**src/wjcsr_pkg.sv**
```systemverilog
// ----------------------------------------------------------------------------
// wjcsr_pkg
// shared types and constants of the weighted jacobi csr row block
// ----------------------------------------------------------------------------
package wjcsr_pkg;

    localparam int FRAC_BITS   = 16;
    localparam int WEIGHT_FRAC = 16;
    localparam int WEIGHT_W    = 18;
    localparam int ROW_W       = 16;
    localparam int VAL_W       = 32;
    localparam int ACC_W       = 64;
    localparam logic [WEIGHT_W-1:0] WEIGHT_RESET = 18'd43691;

    // queue between front and back
    localparam int QDEPTH = 4;
    localparam int QPTR_W = 2;

    // one finished row as handed from front to back
    typedef struct packed {
        logic [ROW_W-1:0]        row;
        logic signed [ACC_W-1:0] sum;
        logic signed [VAL_W-1:0] diag;
        logic signed [VAL_W-1:0] rhs;
        logic signed [VAL_W-1:0] xrow;
    } row_job_t;

    // one result item
    typedef struct packed {
        logic [ROW_W-1:0]        row;
        logic signed [VAL_W-1:0] xnew;
        logic                    upd;
        logic                    sat;
    } row_res_t;

    // saturating signed 64-bit add
    function automatic logic signed [ACC_W-1:0] sat_add(
        input logic signed [ACC_W-1:0] a,
        input logic signed [ACC_W-1:0] b
    );
        logic signed [ACC_W-1:0] s;
        s = a + b;
        if (a[ACC_W-1] == b[ACC_W-1] && s[ACC_W-1] != a[ACC_W-1])
        begin
            s = a[ACC_W-1] ? {1'b1, {(ACC_W-1){1'b0}}} : {1'b0, {(ACC_W-1){1'b1}}};
        end
        return s;
    endfunction

endpackage

```
**src/wjcsr_front.sv**
```systemverilog
// ----------------------------------------------------------------------------
// wjcsr_front
// accumulates the entries of a row and hands finished rows to the queue
// ----------------------------------------------------------------------------
module wjcsr_front
    import wjcsr_pkg::*;
(
    input  logic                    clk,
    input  logic                    rst_n,
    input  logic                    take,
    input  logic [ROW_W-1:0]        row_index,
    input  logic [ROW_W-1:0]        col_index,
    input  logic signed [VAL_W-1:0] entry_value,
    input  logic signed [VAL_W-1:0] x_at_col,
    input  logic signed [VAL_W-1:0] rhs_value,
    input  logic signed [VAL_W-1:0] x_at_row,
    input  logic                    entry_present,
    input  logic                    last_in_row,
    output logic                    job_valid,
    output row_job_t                job
);

    // stage 1: register the product so the add stands alone
    logic                    s1_valid_reg;
    logic                    s1_diag_reg;
    logic                    s1_prod_reg;
    logic                    s1_last_reg;
    logic signed [ACC_W-1:0] s1_term_reg;
    logic signed [VAL_W-1:0] s1_a_reg;
    logic [ROW_W-1:0]        s1_row_reg;
    logic signed [VAL_W-1:0] s1_rhs_reg;
    logic signed [VAL_W-1:0] s1_xr_reg;
    logic signed [ACC_W-1:0] prod;

    assign prod = entry_value * x_at_col;

    always_ff @(posedge clk or negedge rst_n)
    begin
        if (!rst_n)
        begin
            s1_valid_reg <= 1'b0;
        end
        else
        begin
            s1_valid_reg <= take;
        end
    end

    always_ff @(posedge clk)
    begin
        s1_diag_reg <= entry_present && (row_index == col_index);
        s1_prod_reg <= entry_present && (row_index != col_index);
        s1_last_reg <= last_in_row;
        s1_term_reg <= prod >>> FRAC_BITS;
        s1_a_reg    <= entry_value;
        s1_row_reg  <= row_index;
        s1_rhs_reg  <= rhs_value;
        s1_xr_reg   <= x_at_row;
    end

    // stage 2: running sum and diagonal
    logic signed [ACC_W-1:0] sum_reg, sum_next;
    logic signed [VAL_W-1:0] diag_reg, diag_next;

    always_comb
    begin
        sum_next  = sum_reg;
        diag_next = diag_reg;
        if (s1_prod_reg)
        begin
            sum_next = sat_add(sum_reg, s1_term_reg);
        end
        if (s1_diag_reg)
        begin
            diag_next = s1_a_reg;
        end
    end

    always_ff @(posedge clk or negedge rst_n)
    begin
        if (!rst_n)
        begin
            sum_reg  <= '0;
            diag_reg <= '0;
        end
        else if (s1_valid_reg)
        begin
            sum_reg  <= s1_last_reg ? '0 : sum_next;
            diag_reg <= s1_last_reg ? '0 : diag_next;
        end
    end

    // finished row
    assign job_valid = s1_valid_reg && s1_last_reg;
    assign job.row   = s1_row_reg;
    assign job.sum   = sum_next;
    assign job.diag  = diag_next;
    assign job.rhs   = s1_rhs_reg;
    assign job.xrow  = s1_xr_reg;

endmodule

```
**config.mk**
```make
export PLATFORM = sky130hd
export DESIGN_NAME = wjcsr_front
export DESIGN_NICKNAME = d
export VERILOG_FILES = /design/src/wjcsr_pkg.sv /design/src/wjcsr_front.sv
export SDC_FILE = /design/constraint.sdc
export NUM_CORES = 2
export LEC_CHECK = 0
export ABC_CLOCK_PERIOD_IN_PS = 6400
export BUFFER_PORTS_ARGS = -buffer_cell sky130_fd_sc_hd__buf_4
export CAP_MARGIN = 40
export CELL_PAD_IN_SITES_DETAIL_PLACEMENT = 2
export CELL_PAD_IN_SITES_GLOBAL_PLACEMENT = 2
export CORE_MARGIN = 2
export CORE_UTILIZATION = 30
export CTS_CLUSTER_DIAMETER = 200
export CTS_CLUSTER_SIZE = 24
export DETAILED_ROUTE_END_ITERATION = 6
export PLACE_DENSITY_LB_ADDON = 0.12
export REMOVE_ABC_BUFFERS = 1
export SLEW_MARGIN = 20
export SYNTH_ARGS = -nofsm -noshare
export SYNTH_HDL_FRONTEND = slang
export SYNTH_SLANG_ARGS = --single-unit
```
**constraint.sdc**
```tcl
create_clock -name clk -period 6.4 [get_ports clk]
set_input_delay 1.28 -clock clk [delete_from_list [all_inputs] [get_ports clk]]
set_output_delay 1.28 -clock clk [all_outputs]
set_load 0.02 [all_outputs]
```
==> impl_metrics.env <==
export IMPL_status="complete, but fails checks"
export IMPL_failed_checks="setup timing"
export IMPL_root_buffer="clkbuf_16"
export IMPL_synth_mux_area_share_pct=0.797
export IMPL_start_util_pct=30.2
export IMPL_fmax_mhz=127
export IMPL_grt_pass1_vias=45000
export IMPL_fin_tns_setup_ps=-46050
export IMPL_drtPass1Iterations=5
export IMPL_viasPerCell=4.75
export IMPL_drt_iter0_drc=1515
export IMPL_synth_area_leaders="fa_1, inv_1, dfxtp_1"
export IMPL_grt_overflow_total=0
export IMPL_syn_area_sq_um=47800
export IMPL_min_period_ps=7860
export IMPL_yosys_area_top_type="fa_1"
export IMPL_synth_async_sr_flop_share_pct=37.3
export IMPL_r2r_end="sum_reg[36]$_DFFE_PN0P_"
export IMPL_max_slew_margin_pct=43.9
export IMPL_r2r_start="sum_reg[4]$_DFFE_PN0P_"
export IMPL_max_cap_viol_count=0
export IMPL_htreeDepth=1
export IMPL_setup_ws_ps=-1460
export IMPL_yosysMostFrequentCell="fa_1"
export IMPL_synth_adder_area_share_pct=51.8
export IMPL_insertion_delay_ps=580
export IMPL_remaining_drc_errors=0
export IMPL_synth_top_cell_area_share_pct=45.4
export IMPL_setup_violations=49
export IMPL_hold_path_endpoint="diag_reg[22]$_DFFE_PN0P_"
export IMPL_grt_total_usage_pct=23.0
export IMPL_synth_edff_count=0
export IMPL_grt_pass1_wl_mm=282
export IMPL_cpMaxStageDelayCell="fa_1"
export IMPL_drtAntennaViolNets=0
export IMPL_grt_max_degree=48
export IMPL_ios=342
export IMPL_rows=146
export IMPL_place_gp_congestion=0.843
export IMPL_clock_skew_ps=36.1
export IMPL_worstPathMaxFanout=8
export IMPL_slew_viol_final=0
export IMPL_wl_per_cell_microns=23.5
export IMPL_final_cell_area_sq_um=61500
export IMPL_antenna_found_initial=14
export IMPL_netlist_top_cells_count="fa_1, inv_1, nand2_1"
export IMPL_synth_top_flop_cell="dfxtp_1"
export IMPL_dpl_cell_area_sq_um=56300
export IMPL_yosysUniqueCellTypes=87
export IMPL_cts_sinks=260
export IMPL_die_area_sq_um=162000
export IMPL_r2r_setup_slack_ps=1390
export IMPL_rsz0062_at_grt="yes"
export IMPL_cts_inserted_buffers=15
export IMPL_nets=7297
export IMPL_port_buffers=341
export IMPL_hpwl_mm=156
export IMPL_cpPeakStageDelay_ps=560
export IMPL_end_kind="register"
export IMPL_fillCellCount=17000
export IMPL_yosys_area_share_simple_pct=14.1
export IMPL_cts_tree="built"
export IMPL_core_area_sq_um=158000
export IMPL_tightest_slew_ps=842
export IMPL_period_share_pct=123
export IMPL_seq_area_frac_synth_pct=11.9
export IMPL_drt_total_wl_mm=186
export IMPL_crit_required_ps=6850
export IMPL_largest_register_ffs=64
export IMPL_min_path_cells=1
export IMPL_rr_worst_depth=18
export IMPL_hold_violations=0
export IMPL_fp_dieW_microns=403
export IMPL_place_ws_ps=-2620
export IMPL_die_h_microns=403
export IMPL_synth_top_family_by_area="adder cells"
export IMPL_crit_type="in -> reg"
export IMPL_cp_startpoint="x_at_col[3]"
export IMPL_cp_start_kind="primary input"
export IMPL_cts_buffer_depth=3
export IMPL_crit_top_cell="fa_1"
export IMPL_synth_compound_area_share_pct=8.28
export IMPL_synth_xor_area_share_pct=2.57
export IMPL_crit_arrival_ps=8320
export IMPL_netlist_instances=5058
export IMPL_min_path_type="reg -> reg"
export IMPL_dr_total_vias=37500
export IMPL_cts_clk_slew_worst_paths_ps=100
export IMPL_synth_seq_cells=260
export IMPL_area_growth_syn_to_layout_pct=28.8
export IMPL_synth_warning_count=0
export IMPL_drive_gt1_share_pct=25.6
export IMPL_min_from="diag_reg[22]$_DFFE_PN0P_"
export IMPL_synth_avg_cell_area_sq_um=9.44
-- worst max-delay path: cells and delay by family --
kind                     cells  cell delay [ps]
AO/OA/AOI/OAI                5             1050
XOR/XNOR                     1              120
adder cells (fa/ha/maj)      9             4390
buffers and inverters        8              790
AND/OR/NAND/NOR              4              650
-- routing by layer --
layer	routed length (microns)	vias to the layer above	GRT usage, %	share of wire (%)
li1	-	16700	-	-
met1	79600	20100	29.3	43
met2	94500	580	41.1	51
met3	6230	176	2.63	3.4
met4	5430	2	5.94	2.9
met5	7	-	0	0.0038
-- stage by stage --
stage | hold WS (ps) | utilization (%) | cells
after CTS | 510 | 38.0 | 7842
after global routing | 504 | 38.9 | 7892
final | 507 | 38.9 | 7896
after global placement | 483 | 35.5 | 7729
after detailed placement | 487 | 35.6 | 7733
after floorplan | 469 | - | 4788
-- worst max-delay path by stage --
stage                     cells past startpoint  slack, ps                      end
final                                        27      -1460  s1_term_reg[47]$_DFF_P_
after global routing                         27      -1700  s1_term_reg[47]$_DFF_P_
after CTS                                    26      -1400  s1_term_reg[47]$_DFF_P_
after detailed placement                     28      -2620  s1_term_reg[47]$_DFF_P_
after global placement                       28      -2640  s1_term_reg[47]$_DFF_P_
after floorplan                              28      -2230  s1_term_reg[47]$_DFF_P_
-- what timing repair did --
action                                  4_1_cts  5_1_grt
hold buffers                                  0        0
endpoints found under the hold margin         0        0
endpoints found under the setup margin      109      109
cloned                                        7        3
gates resized for setup                     640      209
buffers inserted                             81       49
pin swaps                                   207      131
-- cells in the final DEF, fill, tap and decap left out, types with 43 or more instances in the layout --
cell / instances
o21ai_0: 126
buf_4: 745
a22o_1: 43
xnor2_1: 75
a21oi_1: 93
dfxtp_1: 162
fa_1: 1004
buf_12: 83
inv_2: 54
nor2_1: 90
dfrtp_1: 95
and2_1: 462
a21o_1: 80
inv_1: 998
buf_6: 122
nand2_1: 627
fa_2: 79
ha_1: 189
ha_4: 46
-- cell type report --
type / instances / area, sq um / area share [%]
flip-flops and latches: 260 / 5690 / 9.26
clock buffers: 22 / 402 / 0.653
inverters: 1055 / 3970 / 6.46
well taps: 2072 / 2590 / 4.22
multi-input cells: 3473 / 39100 / 63.6
diodes: 9 / 22.5 / 0.0366
repair buffers: 1001 / 9670 / 15.7
clock inverters: 4 / 46.3 / 0.0753
-- cells by family (layout without fill, tap and decap cells) --
family,Yosys count,count (layout)
xor gates and xnor gates,140,140
and+or+nand+nor,1375,1375
buffers and inverters,1325,2082
adders and majority gates,1326,1326
other,0,9
DFF,260,260
muxes,34,34
AOI/OAI and AO/OA,598,598
Power is left out: the tool's default activity adds up to more than one toggle a clock period on the data nets, which glitch-free logic cannot reach.
