[src/wjcsr_pkg.sv]
// ----------------------------------------------------------------------------
// wjcsr_pkg
// shared types and constants of the weighted jacobi csr row block
// ----------------------------------------------------------------------------
package wjcsr_pkg;

    localparam int FRAC_BITS   = 16;
    localparam int WEIGHT_FRAC = 16;
    localparam int WEIGHT_W    = 18;
    localparam int ROW_W       = 16;
    localparam int VAL_W       = 32;
    localparam int ACC_W       = 64;
    localparam logic [WEIGHT_W-1:0] WEIGHT_RESET = 18'd43691;

    // queue between front and back
    localparam int QDEPTH = 4;
    localparam int QPTR_W = 2;

    // one finished row as handed from front to back
    typedef struct packed {
        logic [ROW_W-1:0]        row;
        logic signed [ACC_W-1:0] sum;
        logic signed [VAL_W-1:0] diag;
        logic signed [VAL_W-1:0] rhs;
        logic signed [VAL_W-1:0] xrow;
    } row_job_t;

    // one result item
    typedef struct packed {
        logic [ROW_W-1:0]        row;
        logic signed [VAL_W-1:0] xnew;
        logic                    upd;
        logic                    sat;
    } row_res_t;

    // saturating signed 64-bit add
    function automatic logic signed [ACC_W-1:0] sat_add(
        input logic signed [ACC_W-1:0] a,
        input logic signed [ACC_W-1:0] b
    );
        logic signed [ACC_W-1:0] s;
        s = a + b;
        if (a[ACC_W-1] == b[ACC_W-1] && s[ACC_W-1] != a[ACC_W-1])
        begin
            s = a[ACC_W-1] ? {1'b1, {(ACC_W-1){1'b0}}} : {1'b0, {(ACC_W-1){1'b1}}};
        end
        return s;
    endfunction

endpackage

[src/wjcsr_back.sv]
// ----------------------------------------------------------------------------
// wjcsr_back
// restoring divider and weighting of one row job at a time
// ----------------------------------------------------------------------------
module wjcsr_back
    import wjcsr_pkg::*;
(
    input  logic                  clk,
    input  logic                  rst_n,
    input  logic [WEIGHT_W-1:0]   weight,
    input  logic                  job_valid,
    input  row_job_t              job,
    output logic                  job_ready,
    output logic                  res_valid,
    output row_res_t              res,
    input  logic                  res_ready
);

    localparam logic [2:0] ST_IDLE = 3'd0;
    localparam logic [2:0] ST_DIV  = 3'd1;
    localparam logic [2:0] ST_MUL  = 3'd2;
    localparam logic [2:0] ST_SUM  = 3'd3;
    localparam logic [2:0] ST_OUT  = 3'd4;

    // quotient bits: 64 integer bits plus FRAC_BITS fraction bits
    localparam int QB    = ACC_W + FRAC_BITS;
    localparam int CNT_W = $clog2(QB + 1);

    logic [2:0]              state_reg, state_next;
    logic [CNT_W-1:0]        cnt_reg;
    logic [ACC_W-1:0]        rem_reg;
    logic [QB-1:0]           num_reg;
    logic [QB-1:0]           quo_reg;
    logic [VAL_W-1:0]        den_reg;
    logic                    neg_reg;
    logic                    zero_reg;
    logic [ROW_W-1:0]        row_reg;
    logic signed [VAL_W-1:0] xr_reg;
    logic                    sat_reg;
    logic signed [51:0]      p1_reg;
    logic signed [51:0]      p2_reg;
    row_res_t                res_reg;

    // job decode
    logic signed [ACC_W-1:0] num;
    logic [ACC_W-1:0]        nmag;
    logic [VAL_W-1:0]        dmag;
    logic signed [ACC_W:0]   numw;

    always_comb
    begin
        numw = {job.rhs[VAL_W-1], {(ACC_W-VAL_W){job.rhs[VAL_W-1]}}, job.rhs}
             - {job.sum[ACC_W-1], job.sum};
        if (numw[ACC_W] != numw[ACC_W-1])
        begin
            num = numw[ACC_W] ? {1'b1, {(ACC_W-1){1'b0}}} : {1'b0, {(ACC_W-1){1'b1}}};
        end
        else
        begin
            num = numw[ACC_W-1:0];
        end
        nmag = num[ACC_W-1] ? (~num + 1'b1) : num;
        dmag = job.diag[VAL_W-1] ? (~job.diag + 1'b1) : job.diag;
    end

    // one restoring step
    logic [ACC_W:0] trial;
    assign trial = {rem_reg, num_reg[QB-1]} - {{(ACC_W+1-VAL_W){1'b0}}, den_reg};

    // quotient check: the signed integer part must stay within -2^(31-FRAC_BITS) .. 2^(31-FRAC_BITS)-1
    logic [VAL_W:0]  qmag;
    logic            qbig;
    logic [QB-1:0]   qtop_mask;
    assign qtop_mask = {{(QB-VAL_W){1'b1}}, {VAL_W{1'b0}}};
    assign qbig      = |(quo_reg & qtop_mask);
    assign qmag      = {1'b0, quo_reg[VAL_W-1:0]};

    logic signed [VAL_W:0]  qs;
    logic signed [VAL_W-1:0] qclip;
    logic                    qsat;
    always_comb
    begin
        qs = neg_reg ? -$signed(qmag) : $signed(qmag);
        qsat  = 1'b0;
        qclip = qs[VAL_W-1:0];
        if (qbig || qs > $signed({2'b00, {(VAL_W-1){1'b1}}}) ||
            qs < $signed({2'b11, {(VAL_W-1){1'b0}}}))
        begin
            qsat  = 1'b1;
            qclip = neg_reg ? {1'b1, {(VAL_W-1){1'b0}}} : {1'b0, {(VAL_W-1){1'b1}}};
        end
    end

    // weighting sum and clip
    logic signed [53:0] acc;
    logic signed [37:0] shifted;
    logic signed [VAL_W-1:0] xclip;
    logic                    xsat;
    always_comb
    begin
        acc = 54'(p1_reg) + 54'(p2_reg) + 54'(1 << (WEIGHT_FRAC - 1));
        shifted = 38'(acc >>> WEIGHT_FRAC);
        xsat  = 1'b0;
        xclip = shifted[VAL_W-1:0];
        if (shifted > $signed({7'd0, {(VAL_W-1){1'b1}}}))
        begin
            xsat = 1'b1;
            xclip = {1'b0, {(VAL_W-1){1'b1}}};
        end
        else if (shifted < $signed({7'h7f, {(VAL_W-1){1'b0}}}))
        begin
            xsat = 1'b1;
            xclip = {1'b1, {(VAL_W-1){1'b0}}};
        end
    end

    logic signed [19:0] one_minus_w;
    assign one_minus_w = 20'sd65536 - $signed({2'b00, weight});

    always_comb
    begin
        state_next = state_reg;
        case (state_reg)
            ST_IDLE: if (job_valid) state_next = (job.diag == '0) ? ST_OUT : ST_DIV;
            ST_DIV:  if (cnt_reg == CNT_W'(QB - 1)) state_next = ST_MUL;
            ST_MUL:  state_next = ST_SUM;
            ST_SUM:  state_next = ST_OUT;
            ST_OUT:  if (res_ready) state_next = ST_IDLE;
            default: state_next = ST_IDLE;
        endcase
    end

    always_ff @(posedge clk or negedge rst_n)
    begin
        if (!rst_n)
        begin
            state_reg <= ST_IDLE;
        end
        else
        begin
            state_reg <= state_next;
        end
    end

    // datapath
    always_ff @(posedge clk)
    begin
        case (state_reg)
            ST_IDLE:
            begin
                cnt_reg  <= '0;
                rem_reg  <= '0;
                num_reg  <= {nmag, {FRAC_BITS{1'b0}}};
                den_reg  <= dmag;
                neg_reg  <= num[ACC_W-1] ^ job.diag[VAL_W-1];
                zero_reg <= (job.diag == '0);
                row_reg  <= job.row;
                xr_reg   <= job.xrow;
                res_reg.row  <= job.row;
                res_reg.xnew <= job.xrow;
                res_reg.upd  <= 1'b0;
                res_reg.sat  <= 1'b0;
            end
            ST_DIV:
            begin
                cnt_reg <= cnt_reg + 1'b1;
                num_reg <= {num_reg[QB-2:0], 1'b0};
                if (!trial[ACC_W])
                begin
                    rem_reg <= trial[ACC_W-1:0];
                    quo_reg <= {quo_reg[QB-2:0], 1'b1};
                end
                else
                begin
                    rem_reg <= {rem_reg[ACC_W-2:0], num_reg[QB-1]};
                    quo_reg <= {quo_reg[QB-2:0], 1'b0};
                end
            end
            ST_MUL:
            begin
                sat_reg <= qsat;
                p1_reg  <= 52'(one_minus_w * xr_reg);
                p2_reg  <= 52'($signed({1'b0, weight}) * qclip);
            end
            ST_SUM:
            begin
                res_reg.row  <= row_reg;
                res_reg.xnew <= xclip;
                res_reg.upd  <= 1'b1;
                res_reg.sat  <= sat_reg | xsat;
            end
            default:
            begin
            end
        endcase
    end

    assign job_ready = (state_reg == ST_IDLE);
    assign res_valid = (state_reg == ST_OUT);
    assign res       = res_reg;

    // a zero diagonal never produces an updated result
    a_zero_no_upd: assert property (@(posedge clk) disable iff (!rst_n)
        (res_valid && zero_reg) |-> !res.upd) else $error("zero diag updated");
    // result held while receiver stalls
    a_res_hold: assert property (@(posedge clk) disable iff (!rst_n)
        (res_valid && !res_ready) |=> (res_valid && $stable(res))) else $error("result moved");
    // a job with a nonzero diagonal that is taken starts the division
    a_div_entry: assert property (@(posedge clk) disable iff (!rst_n)
        (state_reg == ST_IDLE && job_valid && job.diag != '0) |=> (state_reg == ST_DIV))
        else $error("divider not started");

endmodule

[config.mk]
export PLATFORM = sky130hd
export DESIGN_NAME = wjcsr_back
export DESIGN_NICKNAME = d
export VERILOG_FILES = /design/src/wjcsr_pkg.sv /design/src/wjcsr_back.sv
export SDC_FILE = /design/constraint.sdc
export NUM_CORES = 2
export LEC_CHECK = 0
export BUFFER_PORTS_ARGS = -buffer_cell sky130_fd_sc_hd__clkbuf_2
export CORE_AREA = 2 2 371 373
export CTS_CLUSTER_SIZE = 8
export DETAILED_ROUTE_END_ITERATION = 8
export DIE_AREA = 0 0 373 375
export PLACE_DENSITY = 0.69
export RECOVER_POWER = 50
export SLEW_MARGIN = 15
export SYNTH_ARGS = -nofsm -noshare
export SYNTH_HDL_FRONTEND = slang
export SYNTH_SLANG_ARGS = --single-unit
export TNS_END_PERCENT = 1
[constraint.sdc]
create_clock -name clk -period 15.3 [get_ports clk]
set_input_delay 3.06 -clock clk [delete_from_list [all_inputs] [get_ports clk]]
set_output_delay 3.06 -clock clk [all_outputs]
set_load 0.05 [all_outputs]
==> flow_summary.toml <==
[worst_setup_path]
worst_setup_path_category = "in -> reg"
ff2ff_path_depth = 37
cp_data_required_time_ps = 15730
regToRegStartpoint = "quo_reg[7]"
timing.reg2reg.setup_slack_ps = 2950
crit_path_max_fanout = 22
worstReg2RegEnd = "p2_reg[48]"
slowest_stage_cell_on_the_critical_path = "sky130_fd_sc_hd__nor3_1"
critical-path-max-stage-delay_ps = 870
cp-start-kind = "primary input"
worst_setup_ep_type = "flip-flop"
cp_common_cell = "sky130_fd_sc_hd__fa_1"
crit_path_arrival_time_ps = 13890

[yosys]
synth_sequential_area_ratio_pct = 18.95
synth.top_cell.area_share_pct = 32.15
postSynthCellCount = 7713
post_synth_main_area_contributors = "sky130_fd_sc_hd__fa_1 32%, sky130_fd_sc_hd__edfxtp_1 19%, sky130_fd_sc_hd__ha_1 8.2%, sky130_fd_sc_hd__inv_1 7.1%, sky130_fd_sc_hd__nand2_1 4.6%"
synth_top_area_cell = "sky130_fd_sc_hd__fa_1"
yosys_warnings = 0
synth-edff-count = 449
synth_area_per_cell_sq_um = 9.277
async_flop_share_pct = 0.6637
mappedNetlistNets = 9527
seq_cells_post_synth = 452
netlist_top_cells_count = "1355 x sky130_fd_sc_hd__inv_1, 1149 x sky130_fd_sc_hd__fa_1, 886 x sky130_fd_sc_hd__nand2_1, 467 x sky130_fd_sc_hd__ha_1, 449 x sky130_fd_sc_hd__edfxtp_1"
dominantRegCellSynth = "sky130_fd_sc_hd__edfxtp_1"
syn_area_sq_mm = 0.07155
yosys.cell_count.top_type = "sky130_fd_sc_hd__inv_1"
synth.lib_cells_used.distinct = 104

[floorplanning]
placeableCoreArea_sq_mm = 0.1363
die_h_microns = 375
boundaryPins = 250
floorplan.initialDensity_pct = 52.50
die-area_sq_mm = 0.1399
row_count = 136
die-width_microns = 373

[hold_path]
startpoint_of_the_lowest_slack_hold_path = "quo_reg[34]"
worst_hold_path_ep = "quo_reg[35]"
min_path_type = "reg -> reg"
hold-path-cell-count = 0

[clock_tree]
clock_latency_ps = 690
post_cts.resized_instances = 0
cts-hold-fix-buffers = 0
postCtsSetupRepairBufs = 0
cts_tree = "yes"
path_clk_slew_ps = 60
cts-buffers-inserted = 70
clk_path_buf_depth = 3
htree_levels = 3
clock-root-buffer = "sky130_fd_sc_hd__clkbuf_16"
cts_sinks = 452

[placement]
place.port_buffers = 249
place_congestion = 0.9366
hpwlAfterDp_microns = 149700

[sta]
final_min_period_over_clock_period_pct = 88.01
report.final.slew_viol_count = 528
fin_setup_tns_ps = 0
unrepaired_setup_endpoints_after_global_routing = "false"
worst_pin_slew_ps = 4361
timing.final.setup_violations = 0
final_period_minus_worst_setup_slack_ps = 13470
fin_worst_hold_slack_ps = 417.4
timing.slew.headroom_pct = -190.8
highest_clock_frequency_the_design_can_meet_mhz = 74.27
final_hold_vio_count = 0
clock_skew_ps = 50.71

[drt]
routed-via-count = 54495
total_iterations_of_the_first_detailed_routing_run = 6
wl_per_cell_microns = 20.04
ant_nets = 0
totalWireLength_microns = 192100
drt_iter0_drc = 3984
route.detailed.vias_per_inst = 5.687
drc = 0

[status]
run_status = "finished with violations"
violations = "max-capacitance violations, max-slew violations"

[layout]
max_ffs_per_register = 80
final_layout_size_suffix_gt1_share_pct = 6.793
synthToLayoutAreaGrowth_pct = 6.853
num-nets-final = 9567

[global_route]
first_global_vias = 57392
gr-total-overflow = 0
antenna_violations_before_repair = 8
grt_max_degree = 97
grt_pass1_wl_microns = 313600
grt_usage_pct = 28.28

[run]
drv.max_cap_violation_count = 9
[placed cells by master (no fill, tap or decap), drive strengths merged, types with 31 or more instances in the layout]
| cell type | count |
|---|---|
| inv | 1355 |
| nor2 | 363 |
| clkbuf | 346 |
| a21o | 115 |
| ha | 467 |
| edfxtp | 449 |
| nor3 | 118 |
| xnor2 | 232 |
| fa | 1149 |
| and2 | 425 |
| xor2 | 111 |
| nand4 | 52 |
| nor2b | 184 |
| nand2b | 98 |
| or2 | 39 |
| o21ai | 264 |
| nand3 | 68 |
| a21oi | 377 |
| or3 | 39 |
| o31ai | 31 |
| nor4 | 41 |
| o22ai | 33 |
| mux2i | 36 |
| o21a | 46 |
| a31oi | 50 |
| buf | 77 |
| nand2 | 887 |
[worst max-delay path: cells and delay by family]
| kind | cells | cell delay [ps] |
|---|---|---|
| adders and majority gates | 9 | 3990 |
| AOI/OAI and AO/OA | 12 | 2880 |
| and+or+nand+nor | 6 | 1610 |
| buffers and inverters | 5 | 1480 |
| xor gates and xnor gates | 2 | 860 |
[worst max path at each step]
stage | from | end | slack, ps | cells after the start
global route | weight[1] | p1_reg[50] | 1410 | 34
finish | weight[1] | p1_reg[47] | 1830 | 34
detailed placement | weight[1] | p1_reg[50] | 1280 | 34
floorplan | weight[1] | p1_reg[50] | 3680 | 35
CTS | weight[1] | p1_reg[47] | 1970 | 34
global placement | weight[1] | p1_reg[47] | 1470 | 34
[per-layer routing]
| metal | part of all wire, % | vias to the layer above | GRT usage [%] |
|---|---|---|---|
| met2 | 47 | 1882 | 46.15 |
| met5 | 0.020 | - | 0 |
| met1 | 42 | 27562 | 37.96 |
| met4 | 4.0 | 6 | 10.85 |
| met3 | 6.9 | 362 | 4.641 |
| li1 | - | 24683 | - |
[final cells by class]
cell class	instances	area, sq um
inverter	1357	5096
tap	1794	2245
multi-input combinational	5539	51620
sequential	452	13560
clock buffer	90	1837
clock inverter	16	264.0
fill	12127	59840
timing repair buffer	333	1829
antenna	2	5.005
[stage by stage]
| step | cells | util, % | setup slack (ps) | area (sq um) |
|---|---|---|---|---|
| 4_1_cts | 9581 | 56.14 | 1972 | 76510 |
| 6_report | 9583 | 56.09 | 1835 | 76460 |
| 3_3_place_gp | 9475 | 54.59 | 1468 | 74400 |
| 5_1_grt | 9581 | 56.09 | 1412 | 76450 |
| 3_5_place_dp | 9475 | 54.60 | 1280 | 74410 |
| 2_1_floorplan | 7713 | - | 3680 | 71550 |
[cells by family (layout without fill, tap and decap cells)]
logic type               Yosys count  in the layout  synth area share (%)
multiplexers                      39             39                0.5508
adder cells (fa/ha/maj)         1628           1628                 40.48
buffers and inverters           1722           1796                 9.198
AO/OA/AOI/OAI                   1127           1127                 9.979
XOR/XNOR                         343            343                 4.198
flip-flops                       452            452                 18.95
other                              0              2                     0
AND/OR/NAND/NOR                 2402           2402                 16.65
Power is left out: the tool's default activity adds up to more than one toggle a clock period on the data nets, which glitch-free logic cannot reach.
