$ cat src/wjcsr_pkg.sv
// ----------------------------------------------------------------------------
// wjcsr_pkg
// shared types and constants of the weighted jacobi csr row block
// ----------------------------------------------------------------------------
package wjcsr_pkg;

    localparam int FRAC_BITS   = 16;
    localparam int WEIGHT_FRAC = 16;
    localparam int WEIGHT_W    = 18;
    localparam int ROW_W       = 16;
    localparam int VAL_W       = 32;
    localparam int ACC_W       = 64;
    localparam logic [WEIGHT_W-1:0] WEIGHT_RESET = 18'd43691;

    // queue between front and back
    localparam int QDEPTH = 4;
    localparam int QPTR_W = 2;

    // one finished row as handed from front to back
    typedef struct packed {
        logic [ROW_W-1:0]        row;
        logic signed [ACC_W-1:0] sum;
        logic signed [VAL_W-1:0] diag;
        logic signed [VAL_W-1:0] rhs;
        logic signed [VAL_W-1:0] xrow;
    } row_job_t;

    // one result item
    typedef struct packed {
        logic [ROW_W-1:0]        row;
        logic signed [VAL_W-1:0] xnew;
        logic                    upd;
        logic                    sat;
    } row_res_t;

    // saturating signed 64-bit add
    function automatic logic signed [ACC_W-1:0] sat_add(
        input logic signed [ACC_W-1:0] a,
        input logic signed [ACC_W-1:0] b
    );
        logic signed [ACC_W-1:0] s;
        s = a + b;
        if (a[ACC_W-1] == b[ACC_W-1] && s[ACC_W-1] != a[ACC_W-1])
        begin
            s = a[ACC_W-1] ? {1'b1, {(ACC_W-1){1'b0}}} : {1'b0, {(ACC_W-1){1'b1}}};
        end
        return s;
    endfunction

endpackage

$ cat src/wjcsr_queue.sv
// ----------------------------------------------------------------------------
// wjcsr_queue
// short queue of row jobs between front and back
// ----------------------------------------------------------------------------
module wjcsr_queue
    import wjcsr_pkg::*;
(
    input  logic     clk,
    input  logic     rst_n,
    input  logic     wr_en,
    input  row_job_t wr_data,
    output logic     rd_valid,
    output row_job_t rd_data,
    input  logic     rd_en,
    output logic     room
);

    row_job_t          mem_reg [QDEPTH];
    logic [QPTR_W-1:0] wp_reg, rp_reg;
    logic [QPTR_W:0]   cnt_reg;

    // storage
    always_ff @(posedge clk)
    begin
        if (wr_en)
        begin
            mem_reg[wp_reg] <= wr_data;
        end
    end

    // pointers
    always_ff @(posedge clk or negedge rst_n)
    begin
        if (!rst_n)
        begin
            wp_reg  <= '0;
            rp_reg  <= '0;
            cnt_reg <= '0;
        end
        else
        begin
            if (wr_en) wp_reg <= wp_reg + 1'b1;
            if (rd_en && rd_valid) rp_reg <= rp_reg + 1'b1;
            cnt_reg <= cnt_reg + {{QPTR_W{1'b0}}, wr_en}
                     - {{QPTR_W{1'b0}}, (rd_en && rd_valid)};
        end
    end

    assign rd_valid = (cnt_reg != '0);
    assign rd_data  = mem_reg[rp_reg];
    // two slots kept for items already inside the front pipeline
    assign room     = (cnt_reg < (QPTR_W+1)'(QDEPTH - 2));

endmodule

$ cat config.mk
export PLATFORM = sky130hd
export DESIGN_NAME = wjcsr_queue
export DESIGN_NICKNAME = d
export VERILOG_FILES = /design/src/wjcsr_pkg.sv /design/src/wjcsr_queue.sv
export SDC_FILE = /design/constraint.sdc
export NUM_CORES = 1
export LEC_CHECK = 0
export BUFFER_PORTS_ARGS = -buffer_cell sky130_fd_sc_hd__buf_2
export CORE_ASPECT_RATIO = 0.8
export CORE_MARGIN = 5
export CORE_UTILIZATION = 47
export DETAILED_ROUTE_END_ITERATION = 10
export PLACE_DENSITY_LB_ADDON = 0.15
export SYNTH_ARGS = -nofsm -noshare
export SYNTH_HDL_FRONTEND = slang
export SYNTH_SLANG_ARGS = --single-unit
$ cat constraint.sdc
create_clock -name clk -period 6.85 [get_ports clk]
set_clock_uncertainty 0.2 [all_clocks]
set_input_delay 1.37 -clock clk [delete_from_list [all_inputs] [get_ports clk]]
set_output_delay 1.37 -clock clk [all_outputs]
set_load 0.02 [all_outputs]
==> results.py, run 1 <==
metrics = {
    "outcome": {
        "outcome": "complete, no violations",
    },
    "clock_tree": {
        "post_cts_buffers": 0,
        "cts_hold_buf": 0,
        "ctsResizeCount": 0,
        "ctsRootBufferMaster": "clkbuf_16",
        "htree_num_levels": 3,
        "numCtsBuffers": 70,
        "clockBufferDepth": 3,
        "insertion_delay_ns": 0.58,
        "cts_tree": "built",
        "clk_pin_slew_ns": 0.06,
        "clock_sinks": 711,
    },
    "timing": {
        "setup_viol": 0,
        "rsz0062_at_grt": "false",
        "period_share": 0.674,
        "timing.final.max_slew_violations": 0,
        "relSlewSlack": 0.329,
        "setup_ws_ns": 2.23,
        "max_freq_ghz": 0.217,
        "setup-tns-final_ns": 0,
        "period_minus_slack_ns": 4.62,
        "hold_viol_final": 0,
        "worstMarginPinSlew_ns": 1.01,
    },
    "synth": {
        "yosysWarnings": 0,
        "yosys.cell_types.count": 17,
        "netlist_instances": 956,
        "synth.ff_latch_count": 711,
        "synth_nets": 1144,
        "ys_seq_area_frac": 0.826,
        "yosys.area.top_type": "edfxtp_1",
        "yosys-top-cells-area": "edfxtp_1 82%, mux4_2 15%, dfrtp_1 0.68%",
        "syn-cell-area_um2": 25800,
        "synthDominantCellAreaShare": 0.820,
        "postSynthAreaPerCell_um2": 27.0,
    },
    "hold_path": {
        "hp-class": "flop to flop",
    },
    "floorplan": {
        "boundaryPins": 358,
        "die_height_um": 220,
        "row_count": 76,
        "design.die.area_um2": 59700,
        "die_w_um": 272,
        "core_area_um2": 54100,
        "initial_utilization": 0.477,
    },
    "global_routing": {
        "track_usage": 0.171,
        "antenna_found_initial": 19,
        "grt_pass1_wl_um": 76400,
        "grt_pass1_vias": 12100,
        "grt_start_max_net_pins": 102,
        "grt_overflow": 0,
    },
    "finish": {
        "nFillCells": 4039,
        "final_common_cell": "edfxtp_1",
        "layout_common_cells": "704 x edfxtp_1, 357 x buf_2, 176 x mux4_2",
        "area_growth_pct": 18.3,
        "largest_register_ff_count": 704,
        "fin_nets": 1546,
        "drive_above_1_share": 0.455,
    },
    "critical_path": {
        "critPathMaxFanout": 57,
        "start_kind": "flop",
        "end_kind": "output pin",
        "path_class": "flop to output pin",
        "regToRegSetupSlack_ns": 4.26,
        "crit_required_ns": 5.28,
        "cp.arrival_ns": 3.05,
    },
    "run": {
        "drv_cap": 0,
    },
    "placement": {
        "dp_hpwl_um": 30300,
        "pre_cts_ws_ns": 2.76,
        "io_buffer_count": 357,
        "gp_congestion": 0.726,
    },
    "power": {
        "ir_drop_mv": 0.277,
        "powerDensity_nw_per_um2": 451,
        "power.leakage_nw": 10.3,
    },
    "detailed_routing": {
        "via_per_inst": 5.37,
        "first_iter_violations": 586,
        "wl_um": 50800,
        "drcViolationCount": 0,
        "firstDrtPassIters": 4,
        "vias": 11400,
        "antenna_left": 0,
        "routedWlPerCell_um": 24.0,
    },
}
-- critical path: stages, from the launching register on --
cell and delay [ns]:
dfrtp_4 1.07, buf_12 0.48, mux4_2 0.61, buf_2 0.19
-- per-layer routing --
layer,share of wire,vias to the layer above,global-route usage
met5,0.0035,-,0
met2,0.48,289,0.265
met3,0.078,111,0.0616
li1,-,4967,-
met1,0.42,5954,0.231
met4,0.023,30,0.0516
-- cells in the mapped netlist --
| cell | instances |
|---|---|
| ha_1 | 7 |
| fa_1 | 1 |
| xnor2_1 | 1 |
| mux4_2 | 176 |
| edfxtp_1 | 704 |
| clkbuf_1 | 5 |
| buf_6 | 15 |
| xor2_1 | 3 |
| inv_1 | 8 |
| dfrtp_1 | 7 |
| buf_2 | 20 |
| o21ai_0 | 1 |
| o311ai_0 | 1 |
| and2_1 | 4 |
| o31a_1 | 1 |
| nand2_1 | 1 |
| nand3_1 | 1 |
-- worst paths after layout --
check                           startpoint             end  cells after the start
max in group asynchronous            rst_n       rp_reg[1]                      1
min in group asynchronous            rst_n       rp_reg[0]                      1
worst min-delay path             wp_reg[0]       wp_reg[0]                      1
worst max-delay path             rp_reg[0]    rd_data[175]                      3
worst max register to register   wp_reg[0]  mem_reg[2][84]                      4
worst min register to register   wp_reg[0]       wp_reg[0]                      1
-- kinds of logic after synthesis --
logic type / share of synthesized area
simple gates: 0.00131
mux: 0.154
compound gates: 0.000873
buf+inv: 0.0123
fa+ha+maj: 0.00417
flops: 0.826
xor+xnor: 0.00136
-- through the flow --
step                      utilization  cell area [um^2]  hold slack (ns)  instances  total power, mW
after floorplan                     -             25800            0.294        956             9.09
after global placement          0.524             28400            0.317       1988             10.4
after detailed placement        0.524             28400            0.332       1988             10.4
after CTS                       0.564             30500            0.344       2108             14.1
after global routing            0.564             30500            0.366       2110             14.5
final                           0.564             30500            0.343       2112             13.8
-- final cells by class --
cell class                 count  area [um^2]  share of cell area
antenna                        4         10.0            0.000328
clock buffer                  89         1870              0.0611
clock inverter                31          269             0.00881
inverter                       8         30.0            0.000984
multi-input combinational    197         4170               0.137
sequential                   711        21300               0.699
tap                          702          878              0.0288
timing repair buffer         370         1970              0.0646
-- power breakdown --
group | switching, mW | internal, mW
clock network | 1.52 | 2.08
logic | 2.56 | 1.67
registers | 0.267 | 5.69
Power figures use the tool's default switching activity.
==> inputs of run 2 (changes only) <==
==> constraint.sdc (replaced) <==
create_clock -name clk -period 4.5 [get_ports clk]
set_clock_uncertainty 0.2 [all_clocks]
set_input_delay 0.9 -clock clk [delete_from_list [all_inputs] [get_ports clk]]
set_output_delay 0.9 -clock clk [all_outputs]
set_load 0.02 [all_outputs]
==> run 2 against run 1 <==
Combinational power is 57% higher. Critical path depth unchanged. Global-route usage shrank 0.077 points. Setup slack got worse by 1.5 ns.
==> results.py, run 2 (synthesis gave the netlist of run 1 again) <==
metrics = {
    "outcome": {
        "outcome": "complete, no violations",
    },
    "clock_tree": {
        "insertion_delay_ns": 0.58,
        "numCtsBuffers": 70,
        "clockBufferDepth": 3,
        "ctsRootBufferMaster": "clkbuf_16",
        "ctsResizeCount": 0,
        "htree_num_levels": 3,
        "cts_tree": "built",
        "clk_pin_slew_ns": 0.06,
        "clock_sinks": 711,
    },
    "detailed_routing": {
        "wl_um": 50500,
        "drcViolationCount": 0,
        "via_per_inst": 5.36,
        "vias": 11400,
        "firstDrtPassIters": 6,
        "antenna_left": 0,
        "routedWlPerCell_um": 23.6,
        "first_iter_violations": 714,
    },
    "critical_path": {
        "slowest_delay_ns": 0.81,
        "worst_path_max_delay_cell": "dfrtp_4",
        "end_kind": "output pin",
        "regToRegSetupSlack_ns": 2.18,
        "start_kind": "flop",
        "critPathMaxFanout": 25,
        "r2r_start": "wp_reg[0]",
        "path_class": "flop to output pin",
        "crit_required_ns": 3.40,
        "reg2regPathDepth": 4,
        "r2r-end": "mem_reg[0][123]",
        "worstPathCellList": "buf_4 -> mux4_2 -> buf_2",
        "cp.arrival_ns": 2.68,
    },
    "timing": {
        "setup-tns-final_ns": 0,
        "hold_viol_final": 0,
        "timing.final.max_slew_violations": 0,
        "setup_viol": 0,
        "fin_hold_ws_ns": 0.321,
        "rsz0062_at_grt": "false",
        "period_share": 0.839,
        "max_freq_ghz": 0.265,
        "setup_ws_ns": 0.723,
        "worstMarginPinSlew_ns": 0.915,
        "period_minus_slack_ns": 3.78,
        "relSlewSlack": 0.390,
    },
    "power": {
        "power.leakage_nw": 10.5,
        "ir_drop_mv": 0.429,
        "power_mw": 21.0,
        "powerDensity_nw_per_um2": 684,
    },
    "global_routing": {
        "met2_usage": 0.275,
        "grt_pass1_vias": 12300,
        "track_usage": 0.170,
        "grt_overflow": 0,
        "grtUsageMet1": 0.230,
        "grt_start_max_net_pins": 81,
        "use_met3": 0.0520,
        "busiest_layer": "met2",
        "grt_pass1_wl_um": 76500,
        "antenna_found_initial": 11,
    },
    "floorplan": {
        "row_count": 76,
        "boundaryPins": 358,
        "die_w_um": 272,
        "design.die.area_um2": 59700,
        "core_area_um2": 54100,
        "die_height_um": 220,
        "initial_utilization": 0.477,
    },
    "run": {
        "drv_cap": 0,
    },
    "hold_path": {
        "hold_depth": 1,
        "min_from": "wr_data[23]",
        "whs_endpoint": "mem_reg[0][23]",
        "hp-class": "input pin to flop",
    },
    "finish": {
        "area_growth_pct": 19.2,
        "layout_common_cells": "704 x edfxtp_1, 357 x buf_2, 176 x mux4_2",
        "final_common_cell": "edfxtp_1",
        "fin_nets": 1563,
        "drive_above_1_share": 0.463,
        "fin_util": 0.568,
        "largest_register_ff_count": 704,
    },
    "placement": {
        "gp_congestion": 0.740,
        "io_buffer_count": 357,
        "dp_hpwl_um": 30700,
        "pre_cts_ws_ns": 1.21,
    },
}
run 2: changes by cell type in the layout (fill, tap and decap cells not counted), moves of 2 or more:
cell	before	now
buf_12	7	15
bufinv_16	4	2
clkinvlp_4	0	2
clkinv_2	6	11
buf_4	6	14
run 2: per-layer routing:
metal,wire (um),part of all wire
met5,90,0.0018
met4,896,0.018
met3,3560,0.070
met2,24900,0.49
met1,21000,0.42
run 2: layout make-up:
type | instances | area [um^2]
diodes | 5 | 12.5
clock buffers | 90 | 1890
clock inverters | 35 | 230
fillers | 3992 | 23400
inverters | 8 | 30.0
multi-input cells | 197 | 4170
flip-flops and latches | 711 | 21300
well taps | 702 | 878
repair buffers | 387 | 2200
run 2: through the flow:
step | std cells | instance area (um^2)
2_1_floorplan | 956 | 25800
3_3_place_gp | 2004 | 28600
3_5_place_dp | 2004 | 28600
4_1_cts | 2130 | 30700
5_1_grt | 2131 | 30700
6_report | 2135 | 30700
run 2: report_power, final:
part / internal [mW] / total, mW / switching [mW]
registers: 8.65 / 8.97 / 0.318
logic: 2.66 / 6.65 / 4.00
clock network: 3.09 / 5.42 / 2.33
total: 14.4 / 21.0 / 6.65
run 2: what timing repair did:
item / CTS / global route
endpoints found under the setup margin: 0 / 0
hold buffers: 1 / 0
buffers inserted: 0 / 0
endpoints found under the hold margin: 7 / 0
run 2: how the worst max path moves through the flow:
stage                     slack [ns]       from  depth (start not counted)       endpoint
after floorplan                 0.78      wr_en                          1  mem_reg[1][0]
after global placement          1.24  rp_reg[0]                          3     rd_data[1]
after detailed placement        1.21  rp_reg[0]                          3    rd_data[99]
after CTS                       0.55  rp_reg[0]                          3    rd_data[99]
after global routing            0.51  rp_reg[0]                          3    rd_data[99]
final                           0.72  rp_reg[0]                          3    rd_data[99]
run 2: critical path: cells and delay by family (launching register included):
kind | cells | cell delay [ns]
buffers and inverters | 2 | 0.67
DFF | 1 | 0.81
muxes | 1 | 0.60
==> inputs of run 3 (changes only) <==
==> constraint.sdc (replaced) <==
create_clock -name clk -period 3.6 [get_ports clk]
set_clock_uncertainty 0.2 [all_clocks]
set_input_delay 0.72 -clock clk [delete_from_list [all_inputs] [get_ports clk]]
set_output_delay 0.72 -clock clk [all_outputs]
set_load 0.02 [all_outputs]
==> run 3 against run 2 <==
Setup slack worse by 0.51 ns. Total power up 24%. Utilization about the same. Flip-flop and latch count unchanged. Hold slack worse by 0.18 ns. Design area about the same. Register-to-register slack worse by 0.76 ns. Final cell count down 0.33%. Routed wire length down 0.52%.
==> results.py, run 3 (synthesis gave the netlist of run 1 again) <==
metrics = {
    "detailed_routing": {
        "firstDrtPassIters": 4,
        "wl_um": 50200,
        "via_per_inst": 5.33,
        "drcViolationCount": 0,
        "vias": 11300,
        "antenna_left": 0,
        "first_iter_violations": 616,
        "routedWlPerCell_um": 23.6,
    },
    "clock_tree": {
        "insertion_delay_ns": 0.59,
        "ctsResizeCount": 0,
        "cts_hold_buf": 1,
        "clock_sinks": 711,
        "clockBufferDepth": 3,
        "ctsRootBufferMaster": "clkbuf_16",
        "clk_pin_slew_ns": 0.06,
        "numCtsBuffers": 69,
        "cts_tree": "built",
        "htree_num_levels": 3,
        "post_cts_buffers": 0,
    },
    "floorplan": {
        "initial_utilization": 0.477,
        "die_height_um": 220,
        "row_count": 76,
        "design.die.area_um2": 59700,
        "die_w_um": 272,
        "core_area_um2": 54100,
        "boundaryPins": 358,
    },
    "power": {
        "power_mw": 26.2,
        "ir_drop_mv": 0.640,
        "powerDensity_nw_per_um2": 852,
        "power.leakage_nw": 10.4,
    },
    "timing": {
        "period_share": 0.940,
        "timing.final.max_slew_violations": 0,
        "setup-tns-final_ns": 0,
        "setup_viol": 0,
        "period_minus_slack_ns": 3.39,
        "relSlewSlack": 0.580,
        "worstMarginPinSlew_ns": 0.630,
        "max_freq_ghz": 0.295,
        "setup_ws_ns": 0.215,
        "rsz0062_at_grt": "false",
        "hold_viol_final": 0,
    },
    "critical_path": {
        "path_class": "flop to output pin",
        "start_kind": "flop",
        "end_kind": "output pin",
        "cp.arrival_ns": 2.47,
        "crit_required_ns": 2.68,
        "critPathMaxFanout": 53,
    },
    "global_routing": {
        "grt_pass1_wl_um": 75300,
        "antenna_found_initial": 13,
        "grt_pass1_vias": 12000,
        "track_usage": 0.168,
        "grt_start_max_net_pins": 91,
        "grt_overflow": 0,
    },
    "placement": {
        "postPlaceCellArea_um2": 28700,
        "dp_hpwl_um": 30900,
        "gp_congestion": 0.722,
        "io_buffer_count": 357,
        "pre_cts_ws_ns": 0.784,
    },
    "finish": {
        "fin_nets": 1566,
        "layout_common_cells": "704 x edfxtp_1, 357 x buf_2, 176 x mux4_2",
        "largest_register_ff_count": 704,
        "final_common_cell": "edfxtp_1",
        "stdcell_area_um2": 30700,
        "area_growth_pct": 19.1,
        "drive_above_1_share": 0.462,
    },
    "hold_path": {
        "hp-class": "input pin to flop",
    },
    "outcome": {
        "outcome": "complete, no violations",
    },
    "run": {
        "drv_cap": 0,
    },
}
run 3: cell types whose count changed in the layout (fill, tap and decap cells not counted), sizes merged:
cell / change
clkinv: -1
buf: +4
diode: -3
clkbuf: -2
inv: -3
clkinvlp: -1
bufinv: -1
run 3: report_power, final:
part / total [mW] / leakage, nW / switching [mW] / internal (mW)
registers: 11.1 / 6.55 / 0.331 / 10.8
clock network: 6.53 / 0.989 / 2.85 / 3.68
logic: 8.50 / 2.91 / 5.08 / 3.42
run 3: routing by layer:
metal	wire (um)	vias to the layer above	part of all wire	global-route usage
li1	-	5008	-	-
met1	20700	5935	0.41	0.223
met2	24400	289	0.49	0.265
met3	4080	92	0.081	0.0646
met4	925	22	0.018	0.0438
met5	136	-	0.0027	0
run 3: path summary, 6_finish.rpt:
check / cells after the start / start / slack [ns] / endpoint
max in group asynchronous: 2 / rst_n / 2.66 / rp_reg[1]
worst min register to register: 1 / wp_reg[0] / 0.34 / wp_reg[0]
worst max register to register: 7 / cnt_reg[1] / 1.42 / cnt_reg[2]
worst max-delay path: 3 / rp_reg[0] / 0.21 / rd_data[97]
min in group asynchronous: 2 / rst_n / 0.35 / cnt_reg[2]
worst min-delay path: 1 / wr_data[26] / 0.14 / mem_reg[3][26]
run 3: final cells by class:
class | count | area, um^2
fillers | 4052 | 23400
flip-flops and latches | 711 | 21300
multi-input cells | 197 | 4170
repair buffers | 391 | 2290
clock buffers | 88 | 1840
well taps | 702 | 878
clock inverters | 29 | 185
inverters | 8 | 30.0
diodes | 2 | 5.00
run 3: worst max-delay path, cell delays in order (launching register included):
cell	delay [ns]
dfrtp_4	0.58
buf_12	0.41
mux4_2	0.63
buf_2	0.19
run 3: through the flow:
stage,cells,utilization,hold slack (ns)
2_1_floorplan,956,-,0.224
3_3_place_gp,2008,0.530,0.322
3_5_place_dp,2008,0.530,0.332
4_1_cts,2126,0.568,0.0882
5_1_grt,2126,0.568,0.102
6_report,2128,0.568,0.137
